<file path="config.mk">
export PLATFORM = sky130hd
export DESIGN_NAME = gcd_lcm_unit
export DESIGN_NICKNAME = d
export VERILOG_FILES = /design/src/design/glu_pkg.sv /design/src/design/gcd_lcm_unit.sv
export SDC_FILE = /design/constraint.sdc
export NUM_CORES = 1
export LEC_CHECK = 0
export BUFFER_PORTS_ARGS = -buffer_cell sky130_fd_sc_hd__buf_2
export CORE_MARGIN = 1
export CORE_UTILIZATION = 48
export DETAILED_ROUTE_END_ITERATION = 10
export PLACE_DENSITY = 0.7
export SETUP_SLACK_MARGIN = 0.1
export SYNTH_ARGS = -nofsm -noshare
export SYNTH_HDL_FRONTEND = slang
export SYNTH_SLANG_ARGS = --single-unit
</file>
<file path="constraint.sdc">
create_clock -name clk_i -period 12.8 [get_ports clk_i]
set_input_delay 0.64 -clock clk_i [delete_from_list [all_inputs] [get_ports clk_i]]
set_output_delay 0.64 -clock clk_i [all_outputs]
set_load 0.005 [all_outputs]
</file>
<file path="src/design/glu_pkg.sv">
// ----------------------------------------------------------------------------
// GCD/LCM unit package
// Shared types for the GCD and LCM unit: the sequencer state encoding.
// ----------------------------------------------------------------------------
package glu_pkg;

  typedef enum logic [2:0] {
    ST_IDLE,
    ST_GCD_DIV,
    ST_GCD_CHK,
    ST_LCM_DIV,
    ST_MUL,
    ST_DONE
  } state_e;

endpackage

</file>
<file path="src/design/gcd_lcm_unit.sv">
// ----------------------------------------------------------------------------
// GCD/LCM unit
// Greatest common divisor by Euclidean remainder steps and least common
// multiple as (larger / gcd) * smaller, on one shared add/subtract unit.
// ----------------------------------------------------------------------------
// Usage: drive operand_a_i and operand_b_i and raise start; the beat is taken
// at a rising edge where start is high and busy is low. Only the low
// OPERAND_WIDTH operand bits are used. The result beat appears on
// gcd_value_o, lcm_value_o and zero_operand_o for exactly one cycle, marked
// by done_o; the receiver cannot stall it. busy is high from the cycle after
// acceptance through the done_o cycle, so one operation runs at a time.
// Sequence: if an operand is zero, the unit goes straight to the done_o
// cycle. Otherwise each Euclidean remainder step is a restoring division
// followed by a check state, then one more division for larger / gcd, a
// shift-add multiplication and the done_o cycle. All steps share the single
// adder of OPERAND_WIDTH + 1 bits. The next beat can be taken in the cycle
// after done_o. Reset returns the sequencer to idle; no result is lost at
// reset other than the one in flight.
// ----------------------------------------------------------------------------
module gcd_lcm_unit #(
  parameter int OPERAND_WIDTH = 32
) (
  input  logic        clk_i,
  input  logic        rst_ni,
  input  logic        start,
  output logic        busy,
  input  logic [31:0] operand_a_i,
  input  logic [31:0] operand_b_i,
  output logic        done_o,
  output logic [31:0] gcd_value_o,
  output logic [63:0] lcm_value_o,
  output logic        zero_operand_o
);

  localparam int W     = OPERAND_WIDTH;
  localparam int CNT_W = $clog2(W);

  glu_pkg::state_e state_q, state_d;

  logic [CNT_W-1:0] cnt_q, cnt_d;
  logic [W-1:0]     big_q, big_d;
  logic [W-1:0]     small_q, small_d;
  logic [W-1:0]     dvsr_q, dvsr_d;
  logic [W-1:0]     rem_q, rem_d;
  logic [W-1:0]     quo_q, quo_d;
  logic [W-1:0]     gcd_q, gcd_d;
  logic [2*W-1:0]   prod_q, prod_d;
  logic             zero_q, zero_d;

  logic [W-1:0]     op_a, op_b, op_big, op_small;
  logic [W:0]       add_x, add_y;
  logic             add_sub;
  logic [W+1:0]     add_sum;
  logic             div_ge;
  logic [2*W:0]     mul_ext;
  logic             cnt_last;

  assign op_a     = operand_a_i[W-1:0];
  assign op_b     = operand_b_i[W-1:0];
  assign op_big   = (op_a > op_b) ? op_a : op_b;
  assign op_small = (op_a > op_b) ? op_b : op_a;
  assign cnt_last = (cnt_q == CNT_W'(W - 1));

  // The shared add/subtract unit: division steps subtract, multiply steps add.
  always_comb begin
    if (state_q == glu_pkg::ST_MUL) begin
      add_x   = {1'b0, prod_q[2*W-1:W]};
      add_y   = {1'b0, small_q};
      add_sub = 1'b0;
    end else begin
      add_x   = {rem_q, quo_q[W-1]};
      add_y   = {1'b0, dvsr_q};
      add_sub = 1'b1;
    end
    add_sum = {1'b0, add_x} + {1'b0, add_y ^ {(W+1){add_sub}}} + {{(W+1){1'b0}}, add_sub};
  end

  assign div_ge  = add_sum[W+1];
  assign mul_ext = prod_q[0] ? {add_sum[W:0], prod_q[W-1:0]} : {1'b0, prod_q};

  always_ff @(posedge clk_i or negedge rst_ni) begin
    if (!rst_ni) begin
      state_q <= glu_pkg::ST_IDLE;
      cnt_q   <= '0;
    end else begin
      state_q <= state_d;
      cnt_q   <= cnt_d;
    end
  end

  always_ff @(posedge clk_i) begin
    big_q   <= big_d;
    small_q <= small_d;
    dvsr_q  <= dvsr_d;
    rem_q   <= rem_d;
    quo_q   <= quo_d;
    gcd_q   <= gcd_d;
    prod_q  <= prod_d;
    zero_q  <= zero_d;
  end

  always_comb begin
    state_d = state_q;
    cnt_d   = cnt_q;
    big_d   = big_q;
    small_d = small_q;
    dvsr_d  = dvsr_q;
    rem_d   = rem_q;
    quo_d   = quo_q;
    gcd_d   = gcd_q;
    prod_d  = prod_q;
    zero_d  = zero_q;

    unique case (state_q)
      glu_pkg::ST_IDLE: begin
        if (start) begin
          big_d   = op_big;
          small_d = op_small;
          cnt_d   = '0;
          if (op_small == '0) begin
            zero_d  = 1'b1;
            gcd_d   = op_big;
            prod_d  = '0;
            state_d = glu_pkg::ST_DONE;
          end else begin
            zero_d  = 1'b0;
            dvsr_d  = op_small;
            quo_d   = op_big;
            rem_d   = '0;
            state_d = glu_pkg::ST_GCD_DIV;
          end
        end
      end
      glu_pkg::ST_GCD_DIV, glu_pkg::ST_LCM_DIV: begin
        rem_d = div_ge ? add_sum[W-1:0] : add_x[W-1:0];
        quo_d = {quo_q[W-2:0], div_ge};
        cnt_d = cnt_q + 1'b1;
        if (cnt_last) begin
          cnt_d = '0;
          if (state_q == glu_pkg::ST_GCD_DIV) begin
            state_d = glu_pkg::ST_GCD_CHK;
          end else begin
            prod_d  = {{W{1'b0}}, quo_d};
            state_d = glu_pkg::ST_MUL;
          end
        end
      end
      glu_pkg::ST_GCD_CHK: begin
        rem_d = '0;
        if (rem_q == '0) begin
          gcd_d   = dvsr_q;
          quo_d   = big_q;
          state_d = glu_pkg::ST_LCM_DIV;
        end else begin
          quo_d   = dvsr_q;
          dvsr_d  = rem_q;
          state_d = glu_pkg::ST_GCD_DIV;
        end
      end
      glu_pkg::ST_MUL: begin
        prod_d = mul_ext[2*W:1];
        cnt_d  = cnt_q + 1'b1;
        if (cnt_last) begin
          cnt_d   = '0;
          state_d = glu_pkg::ST_DONE;
        end
      end
      glu_pkg::ST_DONE: begin
        state_d = glu_pkg::ST_IDLE;
      end
      default: begin
        state_d = glu_pkg::ST_IDLE;
      end
    endcase
  end

  assign busy           = (state_q != glu_pkg::ST_IDLE);
  assign done_o         = (state_q == glu_pkg::ST_DONE);
  assign gcd_value_o    = 32'(gcd_q);
  assign lcm_value_o    = 64'(prod_q);
  assign zero_operand_o = zero_q;

endmodule

</file>
# Yosys cells after proc, flatten, opt, wreduce, memory -nomap -nowiden
# Index checks and enable logic that the tools add are counted.
dict set report op_classes {
  add_sub_neg 3
  magnitude_cmp 1
  n_eq_ne 14
  n_mux 38
  bitwise 1
  reduce_logical 17
}
# cell count
set ops {}
lappend ops {{32-bit two-way mux} 15}
lappend ops {{64-bit two-way mux} 4}
lappend ops {{32-bit one-hot mux with 3 select lines} 2}
lappend ops {{64-bit one-hot mux with 3 select lines} 1}
lappend ops {{32-bit one-hot mux with 2 select lines} 2}
lappend ops {{65-bit two-way mux} 1}
lappend ops {{32-bit logical NOT} 2}
lappend ops {{33-bit by 33-bit adder with 34-bit output} 1}
lappend ops {{34-bit by 1-bit adder with 34-bit output} 1}
lappend ops {{33-bit two-way mux} 1}
lappend ops {{33-bit XOR} 1}
lappend ops {{32-bit greater-than comparator} 1}
lappend ops {{2-bit inequality test, second input constant} 8}
lappend ops {{3-bit two-way mux} 5}
lappend ops {{3-bit one-hot mux with 4 select lines} 1}
lappend ops {{5-bit two-way mux} 2}
lappend ops {{5-bit one-hot mux with 2 select lines} 1}
lappend ops {{3-bit nonzero test} 3}
lappend ops {{4-bit AND reduction} 2}
lappend ops {{3-bit by 2-bit == test with 1-bit output, second input constant} 2}
lappend ops {{3-bit == test, second input constant} 2}
lappend ops {{3-bit AND reduction} 2}
lappend ops {{5-bit by 1-bit adder with 5-bit output, second input constant} 1}
lappend ops {{5-bit == test, second input constant} 1}
lappend ops {{9 further kinds} 12}
dict set report word_totals {
  register_bits 265
  out_inout_bits 99
}

# Longest topological paths before layout
# Gate-level depths: netlist of the first run.
dict set report logic_depth {
  ltp_word 8
  depth_mapped 20
}

# Worst setup path after synthesis of the first run
# No wires, ideal clock.
dict set report synth_path {
  path_type {input to register}
  start {input operand_b_i[27]}
  end {register prod_q[0] (netlist: lcm_value_o[0]) (enable)}
  arrival_ns 7.120
  required_time_ns 12.226
  path_slack_ns 5.106
  stages 12
  n_path_buf 2
  path_cell_list {inv_1 ha_1 and3_1 a221o_1 a221oi_1 o21ai_1 o21ai_0 o21ai_1 buf_2 buf_4 mux2i_1 o21ai_0}
}
dict set report synth_via {
  elab_chain_cells 5
}
# item line_no
set synth_rtl {}
lappend synth_rtl {{from (decl)} gcd_lcm_unit.sv:28} ;# input logic [31:0] operand_b_i,
lappend synth_rtl {{32-bit greater-than comparator} gcd_lcm_unit.sv:61} ;# assign op_small = (op_a > op_b) ? op_b : op_a;
lappend synth_rtl {{32-bit two-way mux *} gcd_lcm_unit.sv:61}
lappend synth_rtl {{32-bit logical NOT *} gcd_lcm_unit.sv:120} ;# if (op_small == '0) begin
lappend synth_rtl {{2-bit inequality test (no line) *} -}
lappend synth_rtl {{5-bit AND reduction (no line) *} -}
lappend synth_rtl {{to (signal assigned)} gcd_lcm_unit.sv:98} ;# prod_q <= prod_d;
lappend synth_rtl {{to (decl)} gcd_lcm_unit.sv:47} ;# logic [2*W-1:0] prod_q, prod_d;
# Every way passes the cells marked *; elsewhere a longest branch is shown, timed or not.
# A chain may end at the register's enable or synchronous reset.

# Final worst setup path of the first run
dict set report layout_path {
  start {register state_q[1]}
  end {register rem_q[2], data pin}
}
dict set report layout_via {
  elab_chain_cells 7
  word_cells_on_any_way 14
  cone_classes {2 x add/sub; 4 x eq/ne; 5 x mux; 1 x bitwise; 2 x reduce/logical}
}
# item line_no
set layout_rtl {}
lappend layout_rtl {{from (decl)} gcd_lcm_unit.sv:38} ;# glu_pkg::state_e state_q, state_d;
lappend layout_rtl {{from (signal assigned)} gcd_lcm_unit.sv:83} ;# state_q <= glu_pkg::ST_IDLE;
lappend layout_rtl {{from (signal assigned)} gcd_lcm_unit.sv:86} ;# state_q <= state_d;
lappend layout_rtl {{3-bit == test} gcd_lcm_unit.sv:66} ;# if (state_q == glu_pkg::ST_MUL) begin
lappend layout_rtl {{32-bit two-way mux or 1-bit two-way mux (tied branches)} gcd_lcm_unit.sv:66}
lappend layout_rtl {{33-bit XOR} gcd_lcm_unit.sv:75} ;# add_sum = {1'b0, add_x} + {1'b0, add_y ^ {(W+1){add_sub}}} + {{(W+1){1'b0}}, add_sub};
lappend layout_rtl {{33-bit by 33-bit adder with 34-bit output} gcd_lcm_unit.sv:75}
lappend layout_rtl {{34-bit by 1-bit adder with 34-bit output} gcd_lcm_unit.sv:75}
lappend layout_rtl {{32-bit two-way mux} gcd_lcm_unit.sv:135} ;# rem_d = div_ge ? add_sum[W-1:0] : add_x[W-1:0];
lappend layout_rtl {{32-bit one-hot mux with 3 select lines *} gcd_lcm_unit.sv:114} ;# unique case (state_q)
lappend layout_rtl {{to (signal assigned)} gcd_lcm_unit.sv:95} ;# rem_q <= rem_d;
lappend layout_rtl {{to (decl)} gcd_lcm_unit.sv:44} ;# logic [W-1:0] rem_q, rem_d;
# Marked as above.

==> metrics, run 1 <==
CP most frequent cell buf_4; Die Width 180.1 um; status completed; worst skew pair latency 0.56 ns; CP peak stage delay 0.81 ns; vias in the first global route 11080; Critical Path Source Type register; largest cells by area after synthesis edfxtp_1 51%, mux2_2 5.9%, ha_1 5.3%, mux2i_1 4.5%, nor2_1 4.3%; Sink Count 265; first-pass GRT wire length 64.50 mm; H-tree depth 1; Post-CTS Setup Inserts 0; Tot GR Track Use 0.2561; fmax 179.1 MHz; count of standard-cell rows 64; DR WL/cell 21.57 um; CTS root buf clkbuf_16; Clk pin slew, worst setup/hold paths 0.06 ns; total CTS buffers 30; die area 0.03245 mm2; Gate power share 0.351; Pleak 7.002 nW; sequential share of power 0.396; Mapped Area 0.01523 mm2; Max Buffers Root-to-Sink 3; count of cell types in the netlist 66; Sw Ratio 0.3491; commonest non-fill, non-tap cell in the layout edfxtp_1; most frequent cells in the layout 257 x edfxtp_1, 174 x nor2_1, 165 x buf_2, 156 x nand2_1, 109 x a21oi_1; Post-Syn Area per Cell 10.89 um2; Slew headroom 0.2119; CP Data Required Time 13.18 ns; final wirelength 42.22 mm; Yosys reg bits 265; largest fanout on the critical path 90; worst path cell trace or3b_4 -> buf_4 -> a21oi_1 -> ha_1 -> nand4_1 -> or4_1 -> o32ai_2 -> a21oi_2 -> o211ai_2 -> and2_1 -> buf_4 -> nor2_1 -> a211oi_1; largest net degree at the start of global routing 93; Arrival @ worst endpoint 5.97 ns; Vias 11590; number of flops mapped to enable cells by yosys 257; hold crit path type in2reg; NetSw 0.001149 W; fill count 2743; Clock power frac 0.253; initial antenna violation count 0; crit path kind reg2reg; P_int 0.002143 W; Final Hold Viols 0; Resized cells post-CTS 0; ANT nets after route 0; Finish-stage setup viols 0; grt ovf 0; DP HPWL 30.30 mm; CP Capture Type register; Worst Tran Pin Value 1.178 ns; RSZ-0062 raised after global routing no; CTS tree built; Tcrit/Tclk final 0.4363; total chip power 0.003292 W; Cell Pwr Density 189.4 mW/mm2; Final Skew 0.009457 ns; Async SR Flop Fraction 0.03019; drt initial violations 1315; register area share after synthesis 0.5198; Max Cap Violations 0; minimum clock period 5.584 ns; die height 180.1 um; IR drop worst, VDD 0.1223 mV; Warnings, synthesis 0; Gate Count Post-Synth 1399; I/O pin count 166; Via density 5.924; Initial Util 0.4928; Routability Congestion 0.9561; Yosys top cell area share 0.5067; top_reg_cell synth edfxtp_1; layout cells sized above 1 0.2218; PortBufs 165; largest area contributor in the netlist edfxtp_1; CP max-delay cell buf_4; Post-route DRC 0; # nets final 1669; Area growth syn-to-layout 14.13%; Final Max Slew Viols 0; syn_nets 1532; TritonRoute pass-1 iters 5; core footprint 0.03091 mm2; TNS Setup 0 ns
[cells by family after synthesis]
group                      synth area share
and+or+nand+nor                      0.1356
AOI/OAI and AO/OA                    0.1244
DFF                                  0.5198
muxes                                0.1083
buffers and inverters               0.04050
adders and majority gates           0.05471
xor gates and xnor gates            0.01668
[registers in the layout, indices dropped and copies added, names as in the netlist]
name / count
rem_q: 32
big_q: 32
quo_q: 32
gcd_value_o: 32
zero_operand_o: 1
small_q: 32
dvsr_q: 32
state_q: 3
cnt_q: 5
lcm_value_o: 64
[final cells by class]
type,count,area (um2),area share
Clock buffer,37,777.0,0.04470
Timing Repair Buffer,183,963.4,0.05542
Inverter,73,274.0,0.01576
Antenna cell,1,2.502,0.0001440
Tap cell,396,495.5,0.02850
Sequential cell,265,7918,0.4555
Clock inverter,19,175.2,0.01008
Multi-Input combinational cell,983,6778,0.3899
[stage by stage]
step | util | hold WS (ns) | instances | instance area, um2 | setup slack, ns
2_1_floorplan | - | 0.3444 | 1399 | 15230 | 5.106
3_3_place_gp | 0.5312 | 0.4666 | 1899 | 16420 | 7.516
3_5_place_dp | 0.5312 | 0.4776 | 1899 | 16420 | 7.308
4_1_cts | 0.5623 | 0.4173 | 1956 | 17380 | 7.258
5_1_grt | 0.5623 | 0.4446 | 1956 | 17380 | 6.822
6_report | 0.5624 | 0.4396 | 1957 | 17380 | 7.216
[Yosys cell counts (24+ instances only)]
library cell,n
inv_1,73
a21o_1,25
ha_1,65
mux2_2,80
clkbuf_1,52
mux2i_1,68
nor4_1,24
a21oi_1,109
nand2_1,157
edfxtp_1,257
nor2_1,176
o21ai_0,26
[critical path, delay by kind of cell (launching register included)]
family / cells / cell delay (ns)
adders and majority gates: 1 / 0.46
DFF: 1 / 0.65
buffers and inverters: 2 / 1.18
AOI/OAI and AO/OA: 5 / 1.06
and+or+nand+nor: 5 / 1.99
[power by group through the flow]
stage	registers, W	clock network, W	logic, W
finish	0.00130	0.000833	0.00116
CTS	0.00130	0.000842	0.00115
floorplan	0.00125	0	0.000907
global route	0.00132	0.000878	0.00129
global placement	0.00131	0	0.00111
detailed placement	0.00132	0	0.00114
[what timing repair did]
action | CTS | global route
endpoints found under the hold margin | 8 | 0
setup endpoints to repair | 0 | 0
hold buffers | 1 | 0
[path summary, 6_finish.rpt]
check	startpoint	endpoint	slack, ns	cells after the start
min in group asynchronous	rst_ni	cnt_q[1]	0.46	2
worst min register to register	cnt_q[3]	cnt_q[3]	0.50	1
worst max register to register	state_q[1]	rem_q[2]	7.22	13
max in group asynchronous	rst_ni	cnt_q[0]	12.16	2
worst min-delay path	start	state_q[0]	0.44	2
worst max-delay path	state_q[1]	rem_q[2]	7.22	13
[routing by layer]
layer,GRT usage,wire (um),up-vias
met4,0.07179,1130,0
met2,0.4014,18990,471
met1,0.3750,19320,5593
met3,0.02991,2778,72
li1,-,-,5457
met5,0,0,-
No activity file was read; power rests on OpenSTA's default activity.
==> inputs of run 2 (changes only) <==
--- a/config.mk
+++ b/config.mk
@@ -5,6 +5,7 @@
 export SDC_FILE = /design/constraint.sdc
 export NUM_CORES = 1
 export LEC_CHECK = 0
+export ABC_AREA = 1
 export BUFFER_PORTS_ARGS = -buffer_cell sky130_fd_sc_hd__buf_2
 export CORE_MARGIN = 1
 export CORE_UTILIZATION = 48
==> constraint.sdc (replaced) <==
create_clock -name clk_i -period 5.16 [get_ports clk_i]
set_input_delay 0.258 -clock clk_i [delete_from_list [all_inputs] [get_ports clk_i]]
set_output_delay 0.258 -clock clk_i [all_outputs]
set_load 0.005 [all_outputs]
==> metrics, run 2 <==
status completed; Sink Count 265; TNS Setup 0 ns; Gate Count Post-Synth 1788; Tot GR Track Use 0.2779; Routability Congestion 0.9388; pre-CTS setup slack 0.4900 ns; TritonRoute pass-1 iters 6; total chip power 0.01234 W; number of flops mapped to enable cells by yosys 257; Reg2Reg Setup Slack 0.89 ns; grt ovf 0; most common cell in the synthesized netlist nand2_1; Vias 13200; utilization after layout 0.5544; total CTS buffers 29; layout cells sized above 1 0.1278; CP peak stage delay 0.66 ns; M1 WL 19.63 mm; highest metal used met4; fmax 234.4 MHz; # nets final 2063; Tcrit/Tclk final 0.8266; fill count 2925; Resized cells post-CTS 0; top_reg_cell synth edfxtp_1; Area growth syn-to-layout 13.52%; final wirelength 46.21 mm; DR WL met3 2.723 mm; Finished Cell Area 0.01750 mm2; worst skew pair latency 0.58 ns; DP HPWL 33.54 mm; crit path kind reg2reg; cts hold-fix bufs 1; Final Skew 0.01743 ns; Critical Path Source Type register; H-tree depth 1; Finish-stage setup viols 0; top cells by count, synth 489 x nand2_1, 258 x inv_1, 257 x edfxtp_1, 222 x o21ai_0, 92 x a21oi_1; minimum clock period 4.265 ns; Via density 5.618; count of cell types in the netlist 49; hold crit path type in2reg; Initial Util 0.4884; Warnings, synthesis 0; Mapped Area 0.01541 mm2; ANT nets after route 0; Die Width 181.2 um; largest fanout on the critical path 81; IR drop worst, VDD 0.3204 mV; register area share after synthesis 0.5137; Yosys top cell area share 0.5007; Max Buffers Root-to-Sink 3; worst path cell trace nor2_4 -> nand2_4 -> clkinv_2 -> buf_12 -> o21ai_0 -> ha_1 -> nand2_1 -> nor2_1 -> nand2_1 -> nor4_1 -> nand3_1 -> nand3_1 -> buf_4 -> nand2_1 -> a32oi_1; first-pass GRT wire length 70.23 mm; CP Data Required Time 5.56 ns; I/O pin count 166; Worst Slack Setup Final 0.8946 ns; Yosys reg bits 265; number of flip-flops in the largest register 64; Post-Syn Area per Cell 8.620 um2; Post-route DRC 0; CP most frequent cell nand2_1; Async SR Flop Fraction 0.03019; met2 routed WL 21.93 mm; count of standard-cell rows 65; DR WL/cell 19.66 um; vias in the first global route 12430; Max Cap Violations 0; largest cells by area after synthesis edfxtp_1 50%, nand2_1 12%, o21ai_0 7.2%, inv_1 6.3%, ha_1 5.3%; drt initial violations 1161; Clk pin slew, worst setup/hold paths 0.06 ns; CTS tree built; RSZ-0062 raised after global routing no; crit path buf inv count 3; Pleak 7.890 nW; CP top delay family simple AND/OR/NAND/NOR gates; Worst Tran Pin Value 1.041 ns; commonest non-fill, non-tap cell in the layout nand2_1; syn_nets 1921; initial antenna violation count 0; most frequent cells in the layout 489 x nand2_1, 257 x edfxtp_1, 256 x inv_1, 222 x o21ai_0, 165 x buf_2; CTS root buf clkbuf_16; core footprint 0.03156 mm2; Final Max Slew Viols 0; Final Hold Viols 0; Arrival @ worst endpoint 4.67 ns; die area 0.03283 mm2; largest area contributor in the netlist edfxtp_1; Post-CTS Setup Inserts 0; Slew headroom 0.3024; placed instance area 0.01663 mm2; ant diodes 0; CP Capture Type register; die height 181.2 um; Cell Pwr Density 705.1 mW/mm2; largest net degree at the start of global routing 104; PortBufs 165; CP max-delay cell o21ai_0
[run 2: worst paths after layout]
kind | from | end | depth (start not counted)
worst min register to register | cnt_q[0] | cnt_q[0] | 1
max in group asynchronous | rst_ni | cnt_q[2] | 2
worst max register to register | state_q[1] | quo_q[0] | 15
min in group asynchronous | rst_ni | state_q[2] | 2
worst max-delay path | state_q[1] | quo_q[0] | 15
worst min-delay path | operand_b_i[15] | small_q[15] | 3
[run 2: area by class of cell]
cell class | count | area [um2] | share of cell area
flip-flops and latches | 265 | 7918 | 0.4526
multi-input cells | 1188 | 6237 | 0.3565
repair buffers | 187 | 1006 | 0.05750
inverters | 259 | 974.7 | 0.05571
clock buffers | 34 | 744.5 | 0.04255
well taps | 402 | 503.0 | 0.02875
clock inverters | 15 | 112.6 | 0.006436
[run 2: worst min-delay path: stages]
cell     delay, ns
buf_2         0.08
o21ai_1       0.09
inv_1         0.06
[run 2: metal layers]
metal  up-vias  global-route usage
met5         -                   0
met4         0              0.1149
met3       101             0.03145
met2       514              0.4615
met1      6266              0.3700
li1       6322                   -
[run 2: power breakdown]
part | total, W | switching [W] | internal [W]
registers | 0.00428 | 0.000580 | 0.00370
logic | 0.00611 | 0.00417 | 0.00194
clock network | 0.00194 | 0.000869 | 0.00108
[run 2: cells by family after synthesis]
logic type / share of synthesized area
AO/OA/AOI/OAI: 0.1549
XOR/XNOR: 0.01591
adder cells (fa/ha/maj): 0.05407
buffers and inverters: 0.08467
flip-flops: 0.5137
multiplexers: 0.0006495
AND/OR/NAND/NOR: 0.1761
[run 2: through the flow]
step	hold slack, ns	instances
floorplan	-0.03759	1788
global placement	0.1127	2300
detailed placement	0.1052	2300
CTS	0.01433	2350
global route	0.03722	2350
finish	0.02214	2350
==> inputs of run 3 (changes only) <==
--- a/config.mk
+++ b/config.mk
@@ -10,7 +10,7 @@
 export CORE_MARGIN = 1
 export CORE_UTILIZATION = 48
 export DETAILED_ROUTE_END_ITERATION = 10
-export PLACE_DENSITY = 0.7
+export PLACE_DENSITY = 0.73
 export SETUP_SLACK_MARGIN = 0.1
 export SYNTH_ARGS = -nofsm -noshare
 export SYNTH_HDL_FRONTEND = slang
==> constraint.sdc (replaced) <==
create_clock -name clk_i -period 3.7 [get_ports clk_i]
set_input_delay 0.185 -clock clk_i [delete_from_list [all_inputs] [get_ports clk_i]]
set_output_delay 0.185 -clock clk_i [all_outputs]
set_load 0.005 [all_outputs]
==> metrics, run 3 (synthesis results as in run 2) <==
Die Width 181.2 um; PortBufs 165; Initial Util 0.4884; core footprint 0.03156 mm2; status completed; Vias 14310; crit path buf inv count 7; Worst Tran Pin Value 0.9944 ns; FF-to-FF End lcm_value_o[61]; CTS tree built; RSZ-0062 raised after global routing no; drt initial violations 1574; CP most frequent cell nand2_1; die height 181.2 um; CP Data Required Time 4.02 ns; # nets final 2234; utilization after layout 0.6091; Reg-to-Reg Start state_q[1]; vias in the first global route 13790; DR WL/cell 20.36 um; worst path cell trace nor2_4 -> nand2_4 -> inv_8 -> buf_12 -> buf_4 -> nand2_1 -> inv_1 -> a21oi_2 -> inv_1 -> ha_1 -> buf_4 -> nand2_1 -> nor2_1 -> nand2_1 -> nor4_1 -> nand2_1 -> o211ai_1 -> a211oi_2 -> xor2_1 -> o21ai_0 -> inv_1; CP top delay family simple AND/OR/NAND/NOR gates; minimum clock period 3.564 ns; WHS Path Cells 3; IR drop worst, VDD 0.5642 mV; ant diodes 0; H-tree depth 1; Critical Path Source Type register; Area growth syn-to-layout 24.71%; Hold Crit Start operand_a_i[20]; count of standard-cell rows 65; largest fanout on the critical path 10; Arrival @ worst endpoint 3.88 ns; total CTS buffers 29; Cell Count, Final, Fillers Out 2523; Sink Count 265; Pleak 8.857 nW; number of flip-flops in the largest register 64; hold endpoint big_q[20]; first-pass GRT wire length 76.75 mm; Cell Pwr Density 1036 mW/mm2; Max Cap Violations 0; Clk pin slew, worst setup/hold paths 0.06 ns; CTS root buf clkbuf_16; Routability Congestion 0.9660; Final Max Slew Viols 0; ANT nets after route 0; die area 0.03283 mm2; layout cells sized above 1 0.2155; Finish-stage setup viols 0; initial antenna violation count 0; Placed Cells 2462; I/O pin count 166; CP peak stage delay 0.40 ns; Slew headroom 0.3363; most frequent cells in the layout 488 x nand2_1, 257 x edfxtp_1, 256 x inv_1, 216 x o21ai_0, 170 x buf_4; grt ovf 0; final wirelength 51.36 mm; fmax 280.6 MHz; Tcrit/Tclk final 0.9632; Final Hold Viols 0; Max Buffers Root-to-Sink 3; Final Skew 0.01185 ns; Reg2Reg Setup Slack 0.14 ns; commonest non-fill, non-tap cell in the layout nand2_1; CP Capture Type register; largest net degree at the start of global routing 68; Post-route DRC 0; worst reg-to-reg path cell count 21; worst skew pair latency 0.57 ns; CP max-delay cell dfrtp_1; hold crit path type in2reg; Tot GR Track Use 0.3038; Via density 5.670; TritonRoute pass-1 iters 7; DP HPWL 37.26 mm; crit path kind reg2reg; Final Hold Slack 0.01821 ns
## run 3: timing repair
action | 4_1_cts | 5_1_grt
gates resized for setup | 7 | 44
buffers inserted | 1 | 4
hold endpoints to repair | 9 | 0
hold buffers | 3 | 0
setup endpoints to repair | 12 | 46
gates cloned | 0 | 2
pin swaps | 1 | 9
## run 3: stage by stage
stage	setup WS, ns	total power (W)	TNS (ns)	cell area [um2]
2_1_floorplan	0.1223	0.01140	0	15440
3_3_place_gp	0.01084	0.01634	0	18020
3_5_place_dp	-0.04380	0.01648	-0.04380	18020
4_1_cts	0.1036	0.01941	0	18970
5_1_grt	0.03912	0.02105	0	19220
6_report	0.1360	0.01991	0	19220
## run 3: layer usage
metal / global-route usage / wire length, um
met5: 0 / 0
met4: 0.1417 / 2471
met3: 0.03568 / 4156
met2: 0.5052 / 24250
met1: 0.3966 / 20480
## run 3: how the worst max path moves through the flow
| stage | from | depth (start not counted) | end |
|---|---|---|---|
| floorplan | state_q[1] | 20 | lcm_value_o[51] |
| global placement | state_q[0] | 19 | quo_q[0] |
| detailed placement | state_q[0] | 17 | quo_q[0] |
| CTS | state_q[0] | 18 | rem_q[21] |
| global route | state_q[1] | 16 | rem_q[19] |
| finish | state_q[1] | 21 | lcm_value_o[61] |
## run 3: final cells by class
class	count	area [um2]
fillers	2795	12330
flip-flops and latches	265	7918
multi-input cells	1188	6397
repair buffers	358	2529
inverters	259	980.9
clock buffers	32	737.0
well taps	402	503.0
clock inverters	19	156.4
## run 3: where the power goes
part	switching, W	internal (W)
sequential	0.000806	0.00515
clock	0.00125	0.00152
combinational	0.00669	0.00449
total	0.00875	0.0112
## run 3: worst min-delay path: stages
cell and delay (ns):
buf_2 0.11, o21ai_0 0.11, inv_1 0.08
